$ cat config.mk
export PLATFORM = sky130hd
export DESIGN_NAME = binary_semaphore_fifo_waiters
export DESIGN_NICKNAME = d
export VERILOG_FILES = /design/src/sv/bsfw_pkg.sv /design/src/sv/binary_semaphore_fifo_waiters.sv /design/src/sv/bsfw_wait_queue.sv /design/src/sv/bsfw_core.sv
export SDC_FILE = /design/constraint.sdc
export NUM_CORES = 1
export LEC_CHECK = 0
export CAP_MARGIN = 20
export CORE_MARGIN = 5
export CORE_UTILIZATION = 35
export DETAILED_ROUTE_END_ITERATION = 6
export DONT_BUFFER_PORTS = 1
export GPL_TIMING_DRIVEN = 0
export HOLD_SLACK_MARGIN = 0.06
export PLACE_DENSITY_LB_ADDON = 0.08
export SLEW_MARGIN = 20
export SYNTH_ARGS = -nofsm -noshare
export SYNTH_HDL_FRONTEND = slang
export SYNTH_SLANG_ARGS = --single-unit
$ cat constraint.sdc
create_clock -name clk -period 2.71 [get_ports clk]
set_input_delay 0.542 -clock clk [delete_from_list [all_inputs] [get_ports clk]]
set_output_delay 0.542 -clock clk [all_outputs]
set_load 0.01 [all_outputs]
$ cat src/sv/bsfw_pkg.sv
// Package for the binary semaphore block with FIFO wait queues.
// Holds the outcome codes and the fixed field widths; depends on nothing.
`default_nettype none

package bsfw_pkg;

    localparam int OUTCOME_W = 2;
    localparam int SEM_W     = 1;

    typedef logic [OUTCOME_W-1:0] outcome_t;

    localparam outcome_t OUT_ACQUIRED = 2'd0;
    localparam outcome_t OUT_QUEUED   = 2'd1;
    localparam outcome_t OUT_RELEASED = 2'd2;
    localparam outcome_t OUT_IGNORED  = 2'd3;

endpackage

`default_nettype wire

$ cat src/sv/binary_semaphore_fifo_waiters.sv
// Top level: input register, request core and output register with handshakes.
// Depends on bsfw_pkg and bsfw_core.
//
// Channel   Direction  Payload
// s_axis    in         thread_id
// m_axis    out        outcome, sem_index, woke_valid, woke_thread, sem_taken, waiter_count
// cfg       in         thread_sem_map
//
// A request is taken into the input register, decided and written to the output
// register once the output has room: one request per cycle while m_axis is not stalled.
// The core decides each request in a single pass; flag and queue updates
// land on the same edge as the result. Reset frees both semaphores, empties the
// queues and sets the thread map to its default. An output stall holds the
// result and the waiting request, and the input stalls only when both are full.
`default_nettype none

module binary_semaphore_fifo_waiters #(
    parameter int NUM_SEMS    = 2,
    parameter int NUM_THREADS = 4
) (
    input  wire logic                 clk,
    input  wire logic                 rst_n,
    input  wire logic                 cfg_wen,
    input  wire logic [NUM_THREADS-1:0] cfg_wdata,
    input  wire logic                 s_tvalid,
    output logic                      s_tready,
    // Fields from bit 0: thread_id.
    input  wire logic [(($clog2(NUM_THREADS)+7)/8)*8-1:0] s_tdata,
    output logic                      m_tvalid,
    input  wire logic                 m_tready,
    // Fields from bit 0: outcome, sem_index, woke_valid, woke_thread, sem_taken,
    // waiter_count.
    output logic [((2*$clog2(NUM_THREADS)+5+7)/8)*8-1:0] m_tdata
);

    import bsfw_pkg::*;

    localparam int ID_W   = $clog2(NUM_THREADS);
    localparam int RES_W  = OUTCOME_W + SEM_W + 1 + ID_W + 1 + ID_W;
    localparam int OUT_W  = ((RES_W + 7) / 8) * 8;
    localparam logic [NUM_THREADS-1:0] MAP_RESET = NUM_THREADS'(12);

    logic [NUM_THREADS-1:0] map_reg;
    logic                   in_valid_reg;
    logic [ID_W-1:0]        tid_reg;
    logic                   out_valid_reg;
    logic                   out_valid_next;
    logic [OUT_W-1:0]       out_data_reg;
    logic                   fire;
    logic                   take_in;

    outcome_t         res_outcome;
    logic [SEM_W-1:0] res_sem;
    logic             res_woke_valid;
    logic [ID_W-1:0]  res_woke_thread;
    logic             res_taken;
    logic [ID_W-1:0]  res_count;

    assign fire     = in_valid_reg && (!out_valid_reg || m_tready);
    assign s_tready = !in_valid_reg || fire;
    assign take_in  = s_tvalid && s_tready;

    always_comb
    begin
        out_valid_next = out_valid_reg;
        if (fire)
        begin
            out_valid_next = 1'b1;
        end
        else if (m_tready)
        begin
            out_valid_next = 1'b0;
        end
    end

    always_ff @(posedge clk or negedge rst_n)
    begin
        if (!rst_n)
        begin
            map_reg       <= MAP_RESET;
            in_valid_reg  <= 1'b0;
            out_valid_reg <= 1'b0;
        end
        else
        begin
            if (cfg_wen)
            begin
                map_reg <= cfg_wdata;
            end
            if (take_in)
            begin
                in_valid_reg <= 1'b1;
            end
            else if (fire)
            begin
                in_valid_reg <= 1'b0;
            end
            out_valid_reg <= out_valid_next;
        end
    end

    always_ff @(posedge clk)
    begin
        if (take_in)
        begin
            tid_reg <= s_tdata[ID_W-1:0];
        end
        if (fire)
        begin
            out_data_reg <= OUT_W'({res_count, res_taken, res_woke_thread,
                                    res_woke_valid, res_sem, res_outcome});
        end
    end

    bsfw_core #(
        .NUM_SEMS   (NUM_SEMS),
        .NUM_THREADS(NUM_THREADS)
    ) u_core (
        .clk         (clk),
        .rst_n       (rst_n),
        .fire        (fire),
        .tid         (tid_reg),
        .sem_map     (map_reg),
        .outcome     (res_outcome),
        .sem_index   (res_sem),
        .woke_valid  (res_woke_valid),
        .woke_thread (res_woke_thread),
        .sem_taken   (res_taken),
        .waiter_count(res_count)
    );

    assign m_tvalid = out_valid_reg;
    assign m_tdata  = out_data_reg;

endmodule

`default_nettype wire

$ cat src/sv/bsfw_wait_queue.sv
// Wait queue of one semaphore: a shift line of thread ids with a fill count.
// Stand-alone module; uses no package.
`default_nettype none

module bsfw_wait_queue #(
    parameter int NUM_THREADS = 4
) (
    input  wire logic                           clk,
    input  wire logic                           rst_n,
    input  wire logic                           push,
    input  wire logic                           pop,
    input  wire logic [$clog2(NUM_THREADS)-1:0] push_id,
    output logic      [$clog2(NUM_THREADS)-1:0] head,
    output logic      [$clog2(NUM_THREADS)-1:0] count
);

    localparam int ID_W = $clog2(NUM_THREADS);

    logic [ID_W-1:0] slots_reg [NUM_THREADS];
    logic [ID_W-1:0] count_reg;
    logic [ID_W-1:0] count_next;

    always_comb
    begin
        count_next = count_reg;
        if (push)
        begin
            count_next = count_reg + 1'b1;
        end
        else if (pop)
        begin
            count_next = count_reg - 1'b1;
        end
    end

    always_ff @(posedge clk or negedge rst_n)
    begin
        if (!rst_n)
        begin
            count_reg <= '0;
        end
        else
        begin
            count_reg <= count_next;
        end
    end

    // Payload slots need no reset; only slots below the count are ever read.
    always_ff @(posedge clk)
    begin
        if (push)
        begin
            slots_reg[count_reg] <= push_id;
        end
        else if (pop)
        begin
            for (int k = 0; k < NUM_THREADS - 1; k++)
            begin
                slots_reg[k] <= slots_reg[k+1];
            end
        end
    end

    assign head  = slots_reg[0];
    assign count = count_reg;

endmodule

`default_nettype wire

$ cat src/sv/bsfw_core.sv
// Semaphore state and the single-pass decision for one toggle request.
// Depends on bsfw_pkg and instantiates bsfw_wait_queue per semaphore.
`default_nettype none

module bsfw_core #(
    parameter int NUM_SEMS    = 2,
    parameter int NUM_THREADS = 4
) (
    input  wire logic                           clk,
    input  wire logic                           rst_n,
    input  wire logic                           fire,
    input  wire logic [$clog2(NUM_THREADS)-1:0] tid,
    input  wire logic [NUM_THREADS-1:0]         sem_map,
    output bsfw_pkg::outcome_t                  outcome,
    output logic      [bsfw_pkg::SEM_W-1:0]     sem_index,
    output logic                                woke_valid,
    output logic      [$clog2(NUM_THREADS)-1:0] woke_thread,
    output logic                                sem_taken,
    output logic      [$clog2(NUM_THREADS)-1:0] waiter_count
);

    import bsfw_pkg::*;

    localparam int ID_W     = $clog2(NUM_THREADS);
    localparam int SEM_USED = (NUM_SEMS < 2) ? NUM_SEMS : 2;
    localparam logic [ID_W-1:0] QUEUE_CAP = ID_W'(NUM_THREADS - 1);

    logic [SEM_USED-1:0]    taken_reg;
    logic [SEM_USED-1:0]    taken_next;
    logic [NUM_THREADS-1:0] blocked_reg;
    logic [NUM_THREADS-1:0] blocked_next;
    logic [NUM_THREADS-1:0] holding_reg;
    logic [NUM_THREADS-1:0] holding_next;

    logic [ID_W-1:0]     q_head  [SEM_USED];
    logic [ID_W-1:0]     q_count [SEM_USED];
    logic [SEM_USED-1:0] q_push;
    logic [SEM_USED-1:0] q_pop;

    logic             tid_ok;
    logic             sem_ok;
    logic [SEM_W-1:0] sem;
    logic             cur_taken;
    logic [ID_W-1:0]  cur_count;
    logic [ID_W-1:0]  cur_head;
    logic             do_push;
    logic             do_pop;

    assign tid_ok = ({1'b0, tid} < (ID_W+1)'(NUM_THREADS));
    assign sem    = sem_map[tid];
    assign sem_ok = (NUM_SEMS > 1) || (sem == SEM_W'(0));

    always_comb
    begin
        cur_taken = 1'b0;
        cur_count = '0;
        cur_head  = '0;
        for (int g = 0; g < SEM_USED; g++)
        begin
            if (sem == SEM_W'(g))
            begin
                cur_taken = taken_reg[g];
                cur_count = q_count[g];
                cur_head  = q_head[g];
            end
        end
    end

    always_comb
    begin
        outcome      = OUT_IGNORED;
        sem_index    = '0;
        woke_valid   = 1'b0;
        woke_thread  = '0;
        sem_taken    = 1'b0;
        waiter_count = '0;
        do_push      = 1'b0;
        do_pop       = 1'b0;
        taken_next   = taken_reg;
        blocked_next = blocked_reg;
        holding_next = holding_reg;
        priority if (!tid_ok)
        begin
            outcome = OUT_IGNORED;
        end
        else if (!sem_ok)
        begin
            sem_index = sem;
        end
        else
        begin
            sem_index    = sem;
            sem_taken    = cur_taken;
            waiter_count = cur_count;
            priority if (blocked_reg[tid])
            begin
                outcome = OUT_IGNORED;
            end
            else if (!holding_reg[tid])
            begin
                priority if (!cur_taken)
                begin
                    outcome           = OUT_ACQUIRED;
                    sem_taken         = 1'b1;
                    holding_next[tid] = 1'b1;
                    for (int g = 0; g < SEM_USED; g++)
                    begin
                        if (sem == SEM_W'(g))
                        begin
                            taken_next[g] = 1'b1;
                        end
                    end
                end
                else if (cur_count >= QUEUE_CAP)
                begin
                    outcome = OUT_IGNORED;
                end
                else
                begin
                    outcome           = OUT_QUEUED;
                    do_push           = 1'b1;
                    waiter_count      = cur_count + 1'b1;
                    blocked_next[tid] = 1'b1;
                end
            end
            else
            begin
                outcome           = OUT_RELEASED;
                holding_next[tid] = 1'b0;
                if (cur_count == '0)
                begin
                    sem_taken = 1'b0;
                    for (int g = 0; g < SEM_USED; g++)
                    begin
                        if (sem == SEM_W'(g))
                        begin
                            taken_next[g] = 1'b0;
                        end
                    end
                end
                else
                begin
                    do_pop                 = 1'b1;
                    woke_valid             = 1'b1;
                    woke_thread            = cur_head;
                    sem_taken              = 1'b1;
                    waiter_count           = cur_count - 1'b1;
                    blocked_next[cur_head] = 1'b0;
                    holding_next[cur_head] = 1'b1;
                    for (int g = 0; g < SEM_USED; g++)
                    begin
                        if (sem == SEM_W'(g))
                        begin
                            taken_next[g] = 1'b1;
                        end
                    end
                end
            end
        end
    end

    always_ff @(posedge clk or negedge rst_n)
    begin
        if (!rst_n)
        begin
            taken_reg   <= '0;
            blocked_reg <= '0;
            holding_reg <= '0;
        end
        else if (fire)
        begin
            taken_reg   <= taken_next;
            blocked_reg <= blocked_next;
            holding_reg <= holding_next;
        end
    end

    for (genvar g = 0; g < SEM_USED; g++)
    begin : g_queue
        assign q_push[g] = fire && do_push && (sem == SEM_W'(g));
        assign q_pop[g]  = fire && do_pop && (sem == SEM_W'(g));

        bsfw_wait_queue #(
            .NUM_THREADS(NUM_THREADS)
        ) u_queue (
            .clk    (clk),
            .rst_n  (rst_n),
            .push   (q_push[g]),
            .pop    (q_pop[g]),
            .push_id(tid),
            .head   (q_head[g]),
            .count  (q_count[g])
        );
    end

    logic [ID_W+3:0] wait_total;

    always_comb
    begin
        wait_total = '0;
        for (int g = 0; g < SEM_USED; g++)
        begin
            wait_total = wait_total + (ID_W+4)'(q_count[g]);
        end
    end

    a_hold_block_disjoint: assert property (
        @(posedge clk) disable iff (!rst_n)
        (holding_reg & blocked_reg) == '0
    ) else $error("A thread is both holding and blocked.");

    a_blocked_matches_queues: assert property (
        @(posedge clk) disable iff (!rst_n)
        $countones(blocked_reg) == int'(wait_total)
    ) else $error("Blocked threads do not match the queued waiters.");

    for (genvar g = 0; g < SEM_USED; g++)
    begin : g_chk
        a_waiters_imply_taken: assert property (
            @(posedge clk) disable iff (!rst_n)
            (q_count[g] != '0) |-> taken_reg[g]
        ) else $error("A semaphore with waiters is marked free.");
    end

endmodule

`default_nettype wire
==> results.yml, run 1 <==
cts:
  worst_setup_hold_path_clk_slew_ps: 80
  tritoncts: "done"
  number_of_clock_sinks_seen_by_cts: 47
  clk_path_buf_depth: 2
  cts-buffers-inserted: 5
  clkLatencyLatePin_ps: 290
  root_buffer: "sky130_fd_sc_hd__clkbuf_8"
  ctsHtreeMaxLevel: 2
floorplanning:
  floorplan.rows: 30
  floorplan_core_area_um2: 6719
  floorplan.die.height_um: 92.50
  start_util_pct: 35.46
  die-area_um2: 8556
  pin_count: 35
  die_x_um: 92.50
critical_path:
  timing.critical_path.from_type: "flop"
  worst_path_largest_cell_delay_ps: 560
  cpLargestDelayFamily: "simple AND/OR/NAND/NOR gates"
  critPathCaptureType: "flop"
  worst_path_max_delay_cell: "sky130_fd_sc_hd__mux4_2"
  critical_path.n_buffers_inverters: 2
  arrival_ps: 2570
  worst_ep_required_time_ps: 2700
  timing_worst_setup_path_type: "reg -> reg"
  path_cells: "mux4_2 > or3b_4 > nor4_4 > buf_4 > buf_6 > nand3b_1 > a21oi_2"
  worstPathMaxFanout: 10
final_layout:
  antenna-diode-count: 0
  area.growth.synth_to_final_pct: 12.71
  largest_register_ff_count: 16
  num-nets-final: 233
  sequential_cell_area_um2: 1314
  layoutNonFillerInstCount: 297
  nFillCells: 638
  multi_input_area_um2: 999.7
  share_of_cells_above_drive_strength_1_pct: 26.27
sta:
  max_slew.worst_pin.slew_ps: 922.5
  final_min_period_over_clock_period_pct: 95.37
  fin_worst_skew_ps: 9.857
  timing_max_transition_violations_final: 0
  max-slew-margin-rel_pct: 38.30
  clock.fmax_ghz: 0.3869
  period_needed_ps: 2585
  rsz_0062_raised_after_global_routing: "false"
  report.final.hold_viol_count: 0
  hold-worst-slack_ps: 90.87
  setup_violations: 0
global_route:
  grt_max_degree: 19
  track_usage_pct: 12.75
  vias_in_the_first_global_route: 1666
  globalRouteOverflowTotal: 0
  global_route_wire_length_before_repair_um: 8493
  grt_antenna_before_repair: 1
placed_design:
  placed_cells: 279
  place_congestion: 0.7748
  total_of_buffers_placed_on_input_and_output_ports: 0
  detailed_place_hpwl_um: 3650
synth:
  syn-cell-area_um2: 2382
  post_synth_inst_count: 189
  synth.most_common_cell: "sky130_fd_sc_hd__edfxtp_1"
  post_synth_most_frequent_cells: "sky130_fd_sc_hd__edfxtp_1 (27), sky130_fd_sc_hd__mux2_2 (19), sky130_fd_sc_hd__dfrtp_1 (18)"
  cell_type_with_the_highest_aggregate_area_in_the_netlist: "sky130_fd_sc_hd__edfxtp_1"
  synth_top_flop_cell: "sky130_fd_sc_hd__edfxtp_1"
  synth_top_cells_by_area: "sky130_fd_sc_hd__edfxtp_1 (34%), sky130_fd_sc_hd__dfrtp_1 (19%), sky130_fd_sc_hd__mux2_2 (9.0%)"
  yosys.cell_types.count: 46
  netlist.area_leader.share_pct: 34.03
  postSynthAreaPerCell_um2: 12.60
  synth_enable_flop_cells: 27
  yosys_warnings: 0
  synth_async_sr_flop_share_pct: 42.55
  fraction_of_the_yosys_area_taken_by_sequential_cells_pct: 55.15
  postSynthRegisterBits: 47
detailed_routing:
  wl_per_cell_um: 17.23
  drtIter0Drc: 36
  drt.antenna.violating_nets: 0
  drt-vias-per-instance: 5.343
  wirelength_um: 5117
  remaining_drc_errors: 0
  drt_pre_antenna_iters: 4
  number_of_vias_after_detailed_routing: 1587
pwr:
  power_uw: 2379
  cellLeakagePower_uw: 0.0009787
  vdd_drop_max_uv: 316.0
  power.density_nw_per_um2: 885.9
run_status:
  status: "completed"
run:
  drv.max_cap_violation_count: 0
worst_hold_path:
  min_path_type: "in -> async"
[worst paths after layout]
check / slack [ps] / cells after the start / startpoint / endpoint
setup reg to reg: 130 / 7 / tid_reg[0] / u_core.g_queue[0].u_queue.slots_reg[1][1]
min in group clk: 340 / 0 / s_tdata[0] / tid_reg[0]
setup / recovery: 130 / 7 / tid_reg[0] / u_core.g_queue[0].u_queue.slots_reg[1][1]
max in group asynchronous: 1310 / 1 / rst_n / map_reg[1]
hold / removal: 90 / 0 / rst_n / map_reg[2]
hold reg to reg: 520 / 1 / map_reg[1] / map_reg[1]
[metal layers]
metal	GRT usage, %	vias up	share of wire, %	wire length (um)
met1	16.79	799	46	2335
met5	0	-	0	0
met3	3.412	6	5.1	260
li1	-	736	-	-
met2	20.06	46	48	2439
met4	4.827	0	1.6	82
[metrics by stage]
stage | cell area [um^2] | utilization (%) | setup TNS [ps] | setup WS [ps]
floorplan | 2420 | - | 0 | 191.2
global placement | 2520 | 37.50 | -1447 | -169.5
detailed placement | 2520 | 37.50 | -1882 | -197.5
CTS | 2648 | 39.40 | 0 | 63.80
global route | 2685 | 39.96 | 0 | 3.796
finish | 2685 | 39.96 | 0 | 125.5
[where the power goes]
group	internal [uW]	switching, uW
combinational	373	493
clock	184	217
sequential	981	131
[cell usage in the layout (no fill, tap or decap), types with 3 or more instances in the layout]
cell type / netlist / final
sky130_fd_sc_hd__edfxtp_1: 27 / 27
sky130_fd_sc_hd__mux2_2: 19 / 19
sky130_fd_sc_hd__dfrtp_1: 18 / 18
sky130_fd_sc_hd__buf_4: 7 / 16
sky130_fd_sc_hd__nor2_1: 12 / 12
sky130_fd_sc_hd__nand2_1: 12 / 12
sky130_fd_sc_hd__clkbuf_1: 8 / 11
sky130_fd_sc_hd__conb_1: 1 / 11
sky130_fd_sc_hd__a21oi_1: 10 / 8
sky130_fd_sc_hd__o21ai_0: 6 / 6
sky130_fd_sc_hd__nor2b_1: 5 / 5
sky130_fd_sc_hd__mux2i_1: 5 / 5
sky130_fd_sc_hd__nand3b_1: 5 / 5
sky130_fd_sc_hd__clkbuf_8: 0 / 5
sky130_fd_sc_hd__nor3_1: 4 / 4
sky130_fd_sc_hd__mux4_2: 3 / 3
sky130_fd_sc_hd__nand2b_1: 3 / 3
sky130_fd_sc_hd__a31oi_1: 3 / 3
sky130_fd_sc_hd__a41oi_1: 3 / 3
sky130_fd_sc_hd__nand3_1: 3 / 3
[final cells by class]
type / instances / area share, %
clock buffers: 8 / 2.982
flip-flops and latches: 47 / 48.93
repair buffers: 10 / 2.889
inverters: 1 / 0.1398
multi-input cells: 133 / 37.23
plain buffers: 18 / 4.101
well taps: 80 / 3.728
[cells by family (layout without fill, tap and decap cells)]
group / count (synthesis) / in the layout / share of synthesized area, %
AOI/OAI and AO/OA: 36 / 36 / 10.35
buffers and inverters: 19 / 37 / 4.779
xor gates and xnor gates: 2 / 2 / 0.7354
DFF: 47 / 47 / 55.15
other: 1 / 11 / 0.1574
and+or+nand+nor: 54 / 54 / 12.92
muxes: 30 / 30 / 15.91
[repair_timing]
action                                  CTS  global route
endpoints found under the hold margin    18             0
endpoints found under the setup margin   13             8
gates resized for setup                   0             3
setup buffers                             5             4
hold buffers                              1             0
pin swaps                                 1             0
Note: power is estimated with default switching activity, not from simulation.
==> run 2: changes to the inputs <==
ABC_AREA = 1   (was not set)
CTS_CLUSTER_DIAMETER = 120   (was not set)
==> run 2 against run 1 <==
Net effect:
- critical path depth grew 3
- synthesized area grew 6.7%
- cell count grew 39%
- setup slack gained 410 ps
- wire length grew 1.4%
- clock-buffer cell count shrank 2
- critical endpoint is now u_core.g_queue[0].u_queue.slots_reg[1][0]
- largest cell class unchanged
- largest power group unchanged
- highest routed layer unchanged
==> results.yml, run 2 <==
floorplanning:
  die_x_um: 95.23
  floorplan.die.height_um: 95.23
  start_util_pct: 35.43
  floorplan.rows: 31
  die-area_um2: 9069
  pin_count: 35
  floorplan_core_area_um2: 7176
synth:
  postSynthRegisterBits: 47
  synth_top_cells_by_area: "sky130_fd_sc_hd__edfxtp_1 (32%), sky130_fd_sc_hd__dfrtp_1 (18%), sky130_fd_sc_hd__nand2_1 (16%)"
  netlist.area_leader.share_pct: 31.89
  post_synth_inst_count: 293
  postSynthAreaPerCell_um2: 8.677
  synth_async_sr_flop_share_pct: 42.55
  synth_top_flop_cell: "sky130_fd_sc_hd__edfxtp_1"
  cell_type_with_the_highest_aggregate_area_in_the_netlist: "sky130_fd_sc_hd__edfxtp_1"
  yosys.cell_types.count: 33
  syn-cell-area_um2: 2542
  post_synth_most_frequent_cells: "sky130_fd_sc_hd__nand2_1 (106), sky130_fd_sc_hd__edfxtp_1 (27), sky130_fd_sc_hd__nand3_1 (23)"
  synth_enable_flop_cells: 27
  yosys_warnings: 0
  fraction_of_the_yosys_area_taken_by_sequential_cells_pct: 51.67
  synth.most_common_cell: "sky130_fd_sc_hd__nand2_1"
critical_path:
  path_cells: "buf_4 > nand2_1 > nand2_1 > nand2_1 > nand2_1 > nor2_4 > nand3_2 > nor2_4 > nand3_1 > nand2_1"
  rr_endpoint: "u_core.g_queue[0].u_queue.slots_reg[1][0]"
  arrival_ps: 2190
  r2r_start: "tid_reg[0]"
  timing_worst_setup_path_type: "reg -> reg"
  worst_ep_required_time_ps: 2720
  worstPathMaxFanout: 10
  reg2reg_setup_slack_ps: 540
  critPathCaptureType: "flop"
  worst_path_max_delay_cell: "sky130_fd_sc_hd__edfxtp_1"
  worst_path_largest_cell_delay_ps: 550
  critical_path.n_buffers_inverters: 1
  critPathMostFrequentCell: "sky130_fd_sc_hd__nand2_1"
  reg2reg_depth: 10
  cpLargestDelayFamily: "simple AND/OR/NAND/NOR gates"
  timing.critical_path.from_type: "flop"
placed_design:
  place_congestion: 0.7824
  total_of_buffers_placed_on_input_and_output_ports: 0
  placed_cells: 402
  detailed_place_hpwl_um: 3862
sta:
  setup_total_negative_slack_ps: 0
  timing_max_transition_violations_final: 0
  max_slew.worst_pin.slew_ps: 889.9
  final_min_period_over_clock_period_pct: 80.16
  max-slew-margin-rel_pct: 40.48
  rsz_0062_raised_after_global_routing: "false"
  fin_worst_skew_ps: 5.730
  clock.fmax_ghz: 0.4603
  period_needed_ps: 2172
  report.final.hold_viol_count: 0
  setup_violations: 0
final_layout:
  num-nets-final: 329
  most-common-layout-cells: "sky130_fd_sc_hd__nand2_1 (106), sky130_fd_sc_hd__edfxtp_1 (27), sky130_fd_sc_hd__nand3_1 (23), sky130_fd_sc_hd__inv_1 (22)"
  largest_register_ff_count: 16
  area.growth.synth_to_final_pct: 10.29
  share_of_cells_above_drive_strength_1_pct: 18.53
  layoutNonFillerInstCount: 412
  layout.cells.most_common: "sky130_fd_sc_hd__nand2_1"
  antenna-diode-count: 0
cts:
  tritoncts: "done"
  cts_resized: 0
  clk_path_buf_depth: 2
  cts-buffers-inserted: 5
  clkLatencyLatePin_ps: 300
  root_buffer: "sky130_fd_sc_hd__clkbuf_8"
  post_cts_buffers: 0
  cts_hold_repair.buffers: 1
  ctsHtreeMaxLevel: 2
  worst_setup_hold_path_clk_slew_ps: 90
  number_of_clock_sinks_seen_by_cts: 47
run:
  drv.max_cap_violation_count: 0
global_route:
  track_usage_pct: 12.25
  grt_antenna_before_repair: 0
  globalRouteOverflowTotal: 0
  global_route_wire_length_before_repair_um: 8542
  vias_in_the_first_global_route: 1726
  grt_max_degree: 19
worst_hold_path:
  hold_critical_path_endpoint: "tid_reg[0]"
  min_path_type: "in -> reg"
  min_path_cells: 0
  holdCritStartpoint: "s_tdata[0]"
detailed_routing:
  drt.antenna.violating_nets: 0
  number_of_vias_after_detailed_routing: 1855
  wl_per_cell_um: 12.60
  drt_pre_antenna_iters: 4
  wirelength_um: 5190
  remaining_drc_errors: 0
  drt-vias-per-instance: 4.502
  drtIter0Drc: 83
run_status:
  status: "completed"
pwr:
  vdd_drop_max_uv: 334.2
  power.density_nw_per_um2: 835.2
  cellLeakagePower_uw: 0.001319
-- run 2: changes by cell type after synthesis, sizes merged, moves of 4 or more --
cell,delta
clkbuf,-8
nor2,+12
mux2i,-7
nor2b,-5
nand3,+22
o21ai,+5
nand2,+106
nand4,+4
inv,+29
mux2,-16
-- run 2: how the worst max path moves through the flow --
stage                     startpoint                                   endpoint  slack, ps  depth (start not counted)
after detailed placement  tid_reg[0]  u_core.g_queue[0].u_queue.slots_reg[1][1]        500                         10
after CTS                 tid_reg[0]  u_core.g_queue[0].u_queue.slots_reg[1][1]        490                         10
final                     tid_reg[0]  u_core.g_queue[0].u_queue.slots_reg[1][0]        540                         10
after floorplan           tid_reg[0]  u_core.g_queue[0].u_queue.slots_reg[0][0]        880                         11
after global placement    tid_reg[0]  u_core.g_queue[1].u_queue.slots_reg[2][1]        520                         10
after global routing      tid_reg[0]  u_core.g_queue[0].u_queue.slots_reg[1][0]        350                         10
-- run 2: cells by family (layout without fill, tap and decap cells) --
group / Yosys count / after routing / share of synthesized area, %
multiplexers: 4 / 4 / 1.772
AND/OR/NAND/NOR: 175 / 175 / 32.82
other: 1 / 11 / 0.1475
buffers and inverters: 43 / 53 / 8.268
flip-flops: 47 / 47 / 51.67
AO/OA/AOI/OAI: 23 / 23 / 5.315
-- run 2: final cells by class --
cell class,instances,area [um^2]
timing repair buffer,2,20.02
multi-input combinational,213,1056
clock buffer,6,72.57
fill,733,4372
buffer,11,87.58
sequential,47,1314
inverter,32,122.6
clock inverter,2,7.507
tap,99,123.9
-- run 2: through the flow --
step / utilization [%] / instance area (um^2) / hold WS, ps / total power, uW / worst slack, ps
floorplan: - / 2580 / 246.4 / 1766 / 879.1
global placement: 37.68 / 2704 / 247.2 / 1943 / 520.2
CTS: 38.94 / 2794 / 69.26 / 2367 / 493.9
detailed placement: 37.68 / 2704 / 247.1 / 1948 / 501.9
global route: 39.08 / 2804 / 312.5 / 2536 / 351.7
finish: 39.08 / 2804 / 331.8 / 2342 / 537.7
-- run 2: power by group --
part / total, uW / switching (uW) / internal (uW)
clock: 407 / 230 / 176
sequential: 1080 / 115 / 961
combinational: 860 / 580 / 280
total: 2340 / 925 / 1420
-- run 2: layer usage --
metal | routed length (um) | GRT usage (%) | vias to the layer above
met5 | 0 | 0 | -
met4 | 46 | 3.245 | 0
met3 | 178 | 2.999 | 4
met2 | 2254 | 18.25 | 41
met1 | 2711 | 17.70 | 846
li1 | - | - | 964
==> run 3: changes to the inputs <==
clock period = 1.8 ns   (was 2.71 ns; I/O delays follow)
==> run 3 against run 2 <==
Net effect:
- the flow now finishes with violations (negative setup slack)
- flip-flop and latch count stayed put
- clock-buffer cell count stayed put
- first-iteration DRC count is 29% higher
- core utilization is 6.8 points higher
- sequential share of layout area is 6.9 points lower
- register-to-register slack worse by 740 ps
- design area is 17% higher
- combinational power is 120% higher
- fmax is 8.4% higher
- worst hold slack worse by 180 ps
- via count is 5.6% higher
- critical path type unchanged
- critical endpoint is now u_core.g_queue[0].u_queue.slots_reg[0][1]
==> results.yml, run 3 (synthesis results as in run 2) <==
cts:
  worst_setup_hold_path_clk_slew_ps: 80
  ctsHtreeMaxLevel: 2
  clkLatencyLatePin_ps: 300
  cts-buffers-inserted: 5
  clk_path_buf_depth: 2
  root_buffer: "sky130_fd_sc_hd__clkbuf_8"
  tritoncts: "done"
  number_of_clock_sinks_seen_by_cts: 47
final_layout:
  area.growth.synth_to_final_pct: 29.48
  layout.cells.most_common: "sky130_fd_sc_hd__nand2_1"
  layoutNonFillerInstCount: 437
  finalCoreUtilization_pct: 45.88
  multi_input_area_um2: 1279
  nFillCells: 708
  sequential_cell_area_um2: 1314
  most-common-layout-cells: "sky130_fd_sc_hd__nand2_1 (81), sky130_fd_sc_hd__edfxtp_1 (27), sky130_fd_sc_hd__nand2_2 (24), sky130_fd_sc_hd__buf_4 (22), sky130_fd_sc_hd__inv_1 (19)"
  num-nets-final: 354
  largest_register_ff_count: 16
  share_of_cells_above_drive_strength_1_pct: 36.09
  antenna-diode-count: 0
sta:
  final_min_period_over_clock_period_pct: 111.3
  timing_max_transition_violations_final: 0
  rsz_0062_raised_after_global_routing: "true"
  clock.fmax_ghz: 0.4991
  hold-worst-slack_ps: 147.0
  fin_worst_skew_ps: 5.796
  max-slew-margin-rel_pct: 37.27
  max_slew.worst_pin.slew_ps: 937.9
  setup_total_negative_slack_ps: -5714
  finalWorstSetupSlack_ps: -203.6
  setup_violations: 43
  period_needed_ps: 2004
  report.final.hold_viol_count: 0
critical_path:
  rr_endpoint: "u_core.g_queue[0].u_queue.slots_reg[0][1]"
  r2r_start: "tid_reg[0]"
  reg2reg_depth: 12
  timing_worst_setup_path_type: "reg -> reg"
  worstPathMaxFanout: 8
  arrival_ps: 2030
  reg2reg_setup_slack_ps: -200
  timing.critical_path.from_type: "flop"
  worst_ep_required_time_ps: 1820
  critPathCaptureType: "flop"
global_route:
  globalRouteOverflowTotal: 0
  vias_in_the_first_global_route: 1918
  grt_max_degree: 21
  grt_antenna_before_repair: 0
  track_usage_pct: 13.02
  global_route_wire_length_before_repair_um: 9094
worst_hold_path:
  min_path_type: "in -> reg"
  hold_critical_path_endpoint: "tid_reg[1]"
  min_path_cells: 0
  holdCritStartpoint: "s_tdata[1]"
detailed_routing:
  wirelength_um: 5337
  drt-vias-per-instance: 4.483
  remaining_drc_errors: 0
  drt.antenna.violating_nets: 0
  number_of_vias_after_detailed_routing: 1959
  drt_pre_antenna_iters: 4
  wl_per_cell_um: 12.21
  drtIter0Drc: 107
floorplanning:
  floorplan.rows: 31
  floorplan_core_area_um2: 7176
  pin_count: 35
  die_x_um: 95.23
  die-area_um2: 9069
  floorplan.die.height_um: 95.23
  start_util_pct: 35.43
pwr:
  power.density_nw_per_um2: 1249
  power_uw: 4110
  cellLeakagePower_uw: 0.001504
  vdd_drop_max_uv: 428.1
run_status:
  status: "finished, violations left"
  violations_in_the_final_reports: "negative setup slack"
placed_design:
  place_congestion: 0.7842
  placed_cells: 402
  detailed_place_hpwl_um: 3787
  total_of_buffers_placed_on_input_and_output_ports: 0
run:
  drv.max_cap_violation_count: 0
run 3: cell count changes in the layout (fill, tap and decap cells not counted), moves of 4 or more:
cell,before,now
sky130_fd_sc_hd__buf_4,8,22
sky130_fd_sc_hd__buf_6,2,13
sky130_fd_sc_hd__inv_4,0,4
sky130_fd_sc_hd__nand2_1,106,81
sky130_fd_sc_hd__nand2_2,7,24
sky130_fd_sc_hd__nand2_4,5,10
sky130_fd_sc_hd__nand3_1,23,17
sky130_fd_sc_hd__nand3_2,2,6
run 3: how the worst max path moves through the flow:
stage / start / to / slack [ps] / cells past startpoint
3_3_place_gp: tid_reg[0] / u_core.g_queue[1].u_queue.slots_reg[2][1] / -420 / 11
3_5_place_dp: tid_reg[0] / u_core.g_queue[0].u_queue.slots_reg[1][1] / -410 / 11
6_report: tid_reg[0] / u_core.g_queue[0].u_queue.slots_reg[0][1] / -200 / 12
4_1_cts: tid_reg[0] / u_core.g_queue[0].u_queue.slots_reg[0][1] / -210 / 11
5_1_grt: tid_reg[0] / u_core.g_queue[0].u_queue.slots_reg[0][1] / -360 / 12
2_1_floorplan: tid_reg[0] / u_core.g_queue[0].u_queue.slots_reg[0][0] / -20 / 11
run 3: timing repair:
item	CTS	global route
gates resized for setup	56	22
pin swaps	21	9
endpoints found under the setup margin	44	45
buffers inserted	21	5
hold buffers	1	0
endpoints found under the hold margin	20	0
run 3: per-stage QoR:
stage,area (um^2),setup slack (ps)
2_1_floorplan,2586,-18.07
3_3_place_gp,2710,-420.8
3_5_place_dp,2710,-408.6
4_1_cts,3177,-211.3
5_1_grt,3292,-364.5
6_report,3292,-203.6
run 3: where the power goes:
group | internal, uW | total, uW | switching [uW]
logic | 766 | 1870 | 1100
clock network | 265 | 608 | 343
registers | 1450 | 1630 | 186
total | 2480 | 4110 | 1630
run 3: per-layer routing:
metal  share of wire (%)  up-vias  GRT usage, %
li1                    -     1024             -
met1                  50      894         17.57
met2                  46       35         20.87
met3                 3.1        6         3.078
met4                 1.3        0         3.606
met5                   0        -             0
run 3: final cells by class:
cell class / count / area share (%)
sequential: 47 / 39.91
buffer: 11 / 3.079
clock inverter: 2 / 0.2280
multi-input combinational: 213 / 38.84
tap: 99 / 3.763
timing repair buffer: 27 / 7.602
clock buffer: 6 / 2.204
inverter: 32 / 4.371
run 3: worst max-delay path, stage by stage (launching register included):
cell,delay (ps)
sky130_fd_sc_hd__edfxtp_1,520
sky130_fd_sc_hd__inv_2,90
sky130_fd_sc_hd__buf_6,140
sky130_fd_sc_hd__nand2_2,40
sky130_fd_sc_hd__nand2_1,50
sky130_fd_sc_hd__nand2_1,60
sky130_fd_sc_hd__nand2_2,70
sky130_fd_sc_hd__buf_8,130
sky130_fd_sc_hd__nor2_4,100
sky130_fd_sc_hd__nand3_2,90
sky130_fd_sc_hd__nor2_4,210
sky130_fd_sc_hd__nand3_1,130
sky130_fd_sc_hd__nand2_2,90
